**src/design/uv_sphere_vertex_generator_macros.svh**
```systemverilog
// assertion helpers shared by the sphere generator
`ifndef UV_SPHERE_VERTEX_GENERATOR_MACROS_SVH
`define UV_SPHERE_VERTEX_GENERATOR_MACROS_SVH

// same-cycle implication, clocked on clk, off during reset
`define UVS_ASSERT_IMPLY(name, ante, cons, msg) \
    name: assert property (@(posedge clk) disable iff (!rst_n) (ante) |-> (cons)) \
        else $error(msg);

// next-cycle implication
`define UVS_ASSERT_NEXT(name, ante, cons, msg) \
    name: assert property (@(posedge clk) disable iff (!rst_n) (ante) |=> (cons)) \
        else $error(msg);

`endif

```
**src/design/uvs_pkg.sv**
```systemverilog
package uvs_pkg;

    localparam int MAX_RINGS_DEF = 128;
    localparam int FRAC_BITS_DEF = 14;

    localparam int RC_W        = 8;
    localparam int J_W         = 7;
    localparam int I_W         = 8;
    localparam int DE_W        = 8;
    localparam int DW_W        = 9;
    localparam int VIDX_W      = 15;
    localparam int Q14_W       = 16;
    localparam int TEX_W       = 16;
    localparam int POS_W       = 16;
    localparam int PH_W        = 32;
    localparam int X_W         = 18;
    localparam int M_W         = 28;
    localparam int RECIP_SHIFT = 28;
    localparam int CFG_IDX_W   = 4;
    localparam int CFG_DATA_W  = 16;
    localparam int Q14_ONE     = 16384;
    localparam int POS_MAX     = 32767;
    localparam int POS_MIN     = -32768;

    localparam int RING_COUNT_RST = 16;
    localparam int SCALE_RST      = 256;

    localparam longint unsigned KGAIN_Q30 = 64'd652032874;

    // arctangent of 2^-k in turns times 2^32
    localparam logic [31:0] ATAN_TURNS [32] = '{
        32'h20000000, 32'h12E4051E, 32'h09FB385B, 32'h051111D4, 32'h028B0D43,
        32'h0145D7E1, 32'h00A2F61E, 32'h00517C55, 32'h0028BE53, 32'h00145F2F,
        32'h000A2F98, 32'h000517CC, 32'h00028BE6, 32'h000145F3, 32'h0000A2FA,
        32'h0000517D, 32'h000028BE, 32'h0000145F, 32'h00000A30, 32'h00000518,
        32'h0000028C, 32'h00000146, 32'h000000A3, 32'h00000051, 32'h00000029,
        32'h00000014, 32'h0000000A, 32'h00000005, 32'h00000003, 32'h00000001,
        32'h00000001, 32'h00000000
    };

    typedef enum logic [CFG_IDX_W-1:0] {
        REG_RING_COUNT = 4'd0,
        REG_SCALE_X    = 4'd1,
        REG_SCALE_Y    = 4'd2,
        REG_SCALE_Z    = 4'd3
    } cfg_reg_t;

    // per ring count: divisors, quotient/remainder splits and reciprocals
    typedef struct packed {
        logic [DE_W-1:0] de;
        logic [DW_W-1:0] dw;
        logic [31:0]     qe;
        logic [DE_W-1:0] re;
        logic [31:0]     qa;
        logic [DW_W-1:0] ra;
        logic [15:0]     qu;
        logic [DW_W-1:0] ru;
        logic [15:0]     qv;
        logic [DE_W-1:0] rv;
        logic [M_W-1:0]  me;
        logic [M_W-1:0]  ma;
    } geom_t;

    typedef struct packed {
        logic [TEX_W-1:0]  tex_u;
        logic [TEX_W-1:0]  tex_v;
        logic [VIDX_W-1:0] vidx;
        logic              has_quad;
    } side_t;

endpackage

```
**src/design/uvs_cordic_stage.sv**
```systemverilog
module uvs_cordic_stage #(
    parameter int K    = 0,
    parameter int XY_W = 17
) (
    input  logic                   clk,
    input  logic                   rst_n,
    input  logic                   en,
    input  logic                   in_valid,
    input  logic signed [XY_W-1:0] x_in,
    input  logic signed [XY_W-1:0] y_in,
    input  logic signed [31:0]     z_in,
    input  logic [1:0]             quad_in,
    output logic                   out_valid,
    output logic signed [XY_W-1:0] x_out,
    output logic signed [XY_W-1:0] y_out,
    output logic signed [31:0]     z_out,
    output logic [1:0]             quad_out
);

    logic                   valid_reg;
    logic signed [XY_W-1:0] x_reg, x_next, y_reg, y_next;
    logic signed [31:0]     z_reg, z_next;
    logic [1:0]             quad_reg;
    logic signed [XY_W-1:0] xs, ys;
    logic signed [31:0]     atan;

    always_comb
    begin
        xs   = x_in >>> K;
        ys   = y_in >>> K;
        atan = signed'(uvs_pkg::ATAN_TURNS[K]);
        if (!z_in[31])
        begin
            x_next = x_in - ys;
            y_next = y_in + xs;
            z_next = z_in - atan;
        end
        else
        begin
            x_next = x_in + ys;
            y_next = y_in - xs;
            z_next = z_in + atan;
        end
    end

    always_ff @(posedge clk or negedge rst_n)
    begin
        if (!rst_n)
        begin
            valid_reg <= 1'b0;
        end
        else if (en)
        begin
            valid_reg <= in_valid;
        end
    end

    always_ff @(posedge clk)
    begin
        if (en)
        begin
            x_reg    <= x_next;
            y_reg    <= y_next;
            z_reg    <= z_next;
            quad_reg <= quad_in;
        end
    end

    assign out_valid = valid_reg;
    assign x_out     = x_reg;
    assign y_out     = y_reg;
    assign z_out     = z_reg;
    assign quad_out  = quad_reg;

endmodule

```
**src/design/uvs_sincos.sv**
```systemverilog
module uvs_sincos #(
    parameter int FRAC_BITS = uvs_pkg::FRAC_BITS_DEF
) (
    input  logic                              clk,
    input  logic                              rst_n,
    input  logic                              en,
    input  logic                              in_valid,
    input  logic [uvs_pkg::PH_W-1:0]          phase,
    output logic                              out_valid,
    output logic signed [uvs_pkg::Q14_W-1:0]  sin_q14,
    output logic signed [uvs_pkg::Q14_W-1:0]  cos_q14
);

    localparam int XY_W = FRAC_BITS + 3;
    localparam int SH   = FRAC_BITS - 14;
    localparam int QW   = uvs_pkg::Q14_W;
    localparam longint unsigned X0 =
        (uvs_pkg::KGAIN_Q30 + (64'd1 << (29 - FRAC_BITS))) >> (30 - FRAC_BITS);

    logic                   v_s [FRAC_BITS+1];
    logic signed [XY_W-1:0] x_s [FRAC_BITS+1];
    logic signed [XY_W-1:0] y_s [FRAC_BITS+1];
    logic signed [31:0]     z_s [FRAC_BITS+1];
    logic [1:0]             q_s [FRAC_BITS+1];

    logic                   valid_p_reg;
    logic signed [31:0]     z_p_reg, z_p_next;
    logic [1:0]             q_p_reg;
    logic [31:0]            pp;

    logic                   valid_o_reg;
    logic signed [QW-1:0]   sin_reg, sin_next, cos_reg, cos_next;
    logic signed [XY_W-1:0] c_raw, s_raw;
    logic signed [31:0]     cw, sw, cr, sr;

    // quadrant split, residual in [-1/8, 1/8) turn
    always_comb
    begin
        pp       = phase + 32'h2000_0000;
        z_p_next = signed'({2'b00, pp[29:0]}) - 32'sh2000_0000;
    end

    always_ff @(posedge clk or negedge rst_n)
    begin
        if (!rst_n)
        begin
            valid_p_reg <= 1'b0;
            valid_o_reg <= 1'b0;
        end
        else if (en)
        begin
            valid_p_reg <= in_valid;
            valid_o_reg <= v_s[FRAC_BITS];
        end
    end

    always_ff @(posedge clk)
    begin
        if (en)
        begin
            z_p_reg <= z_p_next;
            q_p_reg <= pp[31:30];
            sin_reg <= sin_next;
            cos_reg <= cos_next;
        end
    end

    assign v_s[0] = valid_p_reg;
    assign x_s[0] = signed'(X0[XY_W-1:0]);
    assign y_s[0] = '0;
    assign z_s[0] = z_p_reg;
    assign q_s[0] = q_p_reg;

    for (genvar k = 0; k < FRAC_BITS; k++) begin : g_iter
        uvs_cordic_stage #(
            .K    (k),
            .XY_W (XY_W)
        ) u_stage (
            .clk       (clk),
            .rst_n     (rst_n),
            .en        (en),
            .in_valid  (v_s[k]),
            .x_in      (x_s[k]),
            .y_in      (y_s[k]),
            .z_in      (z_s[k]),
            .quad_in   (q_s[k]),
            .out_valid (v_s[k+1]),
            .x_out     (x_s[k+1]),
            .y_out     (y_s[k+1]),
            .z_out     (z_s[k+1]),
            .quad_out  (q_s[k+1])
        );
    end

    // quarter-turn rotation back
    always_comb
    begin
        case (q_s[FRAC_BITS])
            2'd0:
            begin
                c_raw = x_s[FRAC_BITS];
                s_raw = y_s[FRAC_BITS];
            end
            2'd1:
            begin
                c_raw = -y_s[FRAC_BITS];
                s_raw = x_s[FRAC_BITS];
            end
            2'd2:
            begin
                c_raw = -x_s[FRAC_BITS];
                s_raw = -y_s[FRAC_BITS];
            end
            default:
            begin
                c_raw = y_s[FRAC_BITS];
                s_raw = -x_s[FRAC_BITS];
            end
        endcase
        cw = 32'(c_raw);
        sw = 32'(s_raw);
    end

    if (SH > 0) begin : g_round
        assign cr = (cw + (32'sd1 <<< (SH - 1))) >>> SH;
        assign sr = (sw + (32'sd1 <<< (SH - 1))) >>> SH;
    end
    else begin : g_widen
        assign cr = cw <<< (-SH);
        assign sr = sw <<< (-SH);
    end

    always_comb
    begin
        if (cr > 32'sd16384)
            cos_next = QW'(uvs_pkg::Q14_ONE);
        else if (cr < -32'sd16384)
            cos_next = -QW'(uvs_pkg::Q14_ONE);
        else
            cos_next = cr[QW-1:0];
        if (sr > 32'sd16384)
            sin_next = QW'(uvs_pkg::Q14_ONE);
        else if (sr < -32'sd16384)
            sin_next = -QW'(uvs_pkg::Q14_ONE);
        else
            sin_next = sr[QW-1:0];
    end

    assign out_valid = valid_o_reg;
    assign sin_q14   = sin_reg;
    assign cos_q14   = cos_reg;

endmodule

```
**config.mk**
```make
export PLATFORM = sky130hd
export DESIGN_NAME = uvs_sincos
export DESIGN_NICKNAME = d
export VERILOG_FILES = /design/src/design/uv_sphere_vertex_generator_macros.svh /design/src/design/uvs_pkg.sv /design/src/design/uvs_cordic_stage.sv /design/src/design/uvs_sincos.sv
export SDC_FILE = /design/constraint.sdc
export NUM_CORES = 2
export LEC_CHECK = 0
export BUFFER_PORTS_ARGS = -buffer_cell sky130_fd_sc_hd__clkbuf_2
export CORE_ASPECT_RATIO = 1.75
export CORE_MARGIN = 1
export CORE_UTILIZATION = 35
export DETAILED_ROUTE_END_ITERATION = 16
export GPL_TIMING_DRIVEN = 1
export HOLD_SLACK_MARGIN = 0.1
export PLACE_DENSITY = 0.6
export SETUP_SLACK_MARGIN = 0.3
export SLEW_MARGIN = 20
export SYNTH_ARGS = -nofsm -noshare
export SYNTH_HDL_FRONTEND = slang
export SYNTH_SLANG_ARGS = --single-unit
```
**constraint.sdc**
```tcl
create_clock -name clk -period 5 [get_ports clk]
set_input_delay 1.25 -clock clk [delete_from_list [all_inputs] [get_ports clk]]
set_output_delay 1.25 -clock clk [all_outputs]
set_load 0.01 [all_outputs]
```
==> run metrics <==
die area 193000 um2; fin crit period 4.28 ns; post-synthesis sequential area ratio between 40 and 50%; status finished, final reports clean; vias per inst 5.25; Wirelength per Cell between 15 and 20 um; row cnt around 210; Yosys cell types around 80; CTS tree done; via count 47600; htree depth 3; Hold Violations, Final 0; layout cell share with drive strength beyond 1 ~5.7%; CTS root buffer clkbuf_16; Initial Utilization approximately a third; cts repair resizes 0; relative slew slack 36.2%; R2R Setup Slk ~0.72 ns; first-pass GRT wire length about 240000 um; DIE WIDTH 332 um; Post-Layout Inst Area 73900 um2; Finish-stage setup viols 0; Area after DPL 70500 um2; WP data required 5.48 ns; Crit path top cell by count o21ai_0; ys async rst share 1.74%; Worst Setup Start Kind register; Synth top area share 40.6%; Post-synth EDFFs 905; Synth area leaders edfxtp_1 41%, ha_1 15%, xnor2_1 7.1%; vias in the first global route 49500; Synth Area per Inst 10.5 um2; hpwl dp 121000 um; ant diodes 0; Syn-to-layout area delta 10.6%; Top delay family on crit path compound AO/OA/AOI/OAI gates; setup ws final a little over 0.7 ns; drt first pass iters 7; crit path cell chain buf_4, ha_1, nand2_1, o21ai_0, o21ai_0, o21ai_0, a31oi_1, o311a_1, or3_1, o41ai_1, a221oi_1, xnor2_1; GPL Wtd Cong 0.969; Routed Antenna Nets 0; Synthesized Nets 7267; io pins slightly below 70; Worst Setup SP g_iter[3].u_stage.z_out[31]; RSZ-0062 raised after global routing no; Yosys top cell by area edfxtp_1; Core Util, Final about two fifths; f_max approximately 230 MHz; fill count ~18000; synthesized cell area 66900 um2; clk_lat worst skew 0.72 ns; CP bufs+invs 1; largest net degree at the start of global routing between 100 and 150; area of the core about 190000 um2; pre-CTS WS 0.683 ns; clock sinks 921; total routed wirelength 151000 um; CP max-delay cell o41ai_1; post-route setup TNS 0 ns; most frequent cell after synthesis edfxtp_1; kind of critical path reg -> reg; Crit path depth 12; Slew Limit Fails 0; Starting DRT DRC Count 1945; max reg flops 380; ys flop type edfxtp_1; port bufs 68; Critical Path Max Stage Delay 0.74 ns; Tcrit/Tclk final 85.5%; GRT Total Usage 15.4%; # nets final around 7400; peak fanout along the critical path 37; reg2reg path depth 12; Slew @ Worst Pin roughly 0.94 ns; cts bufs inserted 99; worst setup path end g_iter[4].u_stage.z_out[30]; GRT overflow 0; commonest cells in the netlist 905 x edfxtp_1, 797 x ha_1, 575 x a21oi_1, 539 x xnor2_1, 497 x nor2_1; Synth Warn # 0; Syn Inst Count 6398; Worst R2R Start g_iter[3].u_stage.z_out[31]; die extent in y 580 um; antenna violations before repair 1; clk slew on worst S/H paths roughly 0.060 ns; reg2reg end g_iter[4].u_stage.z_out[30]; nature of the critical path endpoint register; synthesized flop and latch total 921; Max Buffers Root-to-Sink 3; Worst Hold Class reg -> reg; Final Skew 0.0255 ns; DRC viols 0; Setup Buffers After CTS 0; CTS Hold Bufs 0; Data arrival, critical path 4.75 ns; Maximum Capacitance Violations 0
[placed cells by master (no fill, tap or decap), types with 49 or more instances in the layout]
| cell | Yosys | final |
|---|---|---|
| a21oi_1 | 575 | 575 |
| xnor2_1 | 539 | 539 |
| inv_1 | 373 | 373 |
| edfxtp_1 | 905 | 905 |
| and3_1 | 64 | 64 |
| clkbuf_2 | 0 | 67 |
| clkbuf_16 | 0 | 103 |
| a21o_1 | 245 | 245 |
| nor2b_1 | 113 | 113 |
| nand2_1 | 294 | 294 |
| nand3_1 | 131 | 131 |
| a211oi_1 | 51 | 51 |
| a31oi_1 | 49 | 49 |
| o21a_1 | 73 | 73 |
| o21bai_1 | 81 | 81 |
| or3_1 | 59 | 59 |
| nor2_1 | 497 | 497 |
| nand2b_1 | 74 | 74 |
| ha_1 | 797 | 797 |
| and2_1 | 51 | 51 |
| o21ai_0 | 304 | 304 |
| buf_4 | 1 | 49 |
| xor2_1 | 252 | 252 |
| nor3_1 | 163 | 163 |
[worst min path at each step]
stage	from	to	cells past startpoint
after floorplan	q_p_reg[0]	g_iter[0].u_stage.quad_out[0]	0
after global placement	g_iter[2].u_stage.quad_out[1]	g_iter[3].u_stage.quad_out[1]	0
after detailed placement	g_iter[1].u_stage.quad_out[0]	g_iter[2].u_stage.quad_out[0]	0
after CTS	rst_n	valid_p_reg	1
after global routing	g_iter[3].u_stage.quad_out[1]	g_iter[4].u_stage.quad_out[1]	0
final	g_iter[4].u_stage.quad_out[0]	g_iter[5].u_stage.quad_out[0]	0
[worst reg2reg max path, delay by kind of cell (launching register included)]
family                   cells  cell delay [ns]
buffers and inverters        1             0.26
AO/OA/AOI/OAI                7             2.20
AND/OR/NAND/NOR              2             0.59
flip-flops                   1             0.38
adder cells (fa/ha/maj)      1             0.43
XOR/XNOR                     1             0.17
[cell type report]
class	instances	area (um2)	share of cell area [%]
Tap cell	2449	3060	4.14
Clock inverter	54	708	0.958
Sequential cell	921	27600	37.3
Inverter	375	1410	1.90
Multi-Input combinational cell	5023	37600	50.8
Clock buffer	127	2700	3.65
Timing Repair Buffer	126	898	1.22
[per-layer routing]
metal | global-route usage (%) | vias up | wire [um]
met4 | 11.3 | 0 | 11300
met5 | 0 | - | 0
met2 | 33.9 | 745 | 91300
li1 | - | 24100 | -
met3 | 1.61 | 434 | 3280
met1 | 11.5 | 22400 | 45300
[kinds of logic (layout without fill, tap and decap cells)]
group,Yosys count,after routing,synth area share (%)
flops,921,921,41.2
fa+ha+maj,833,833,16.0
buf+inv,454,682,2.56
compound gates,1724,1724,16.4
mux,88,88,1.87
xor+xnor,791,791,10.4
other cells,1,1,0.00561
simple gates,1586,1586,11.5
[through the flow]
step / instances / hold WS [ns]
after floorplan: 6398 / 0.400
after global placement: 8894 / 0.401
after detailed placement: 8894 / 0.405
after CTS: 9075 / 0.408
after global routing: 9075 / 0.422
final: 9075 / 0.417
Power is left out: the tool's default activity adds up to more than one toggle a clock period on the data nets, which glitch-free logic cannot reach.
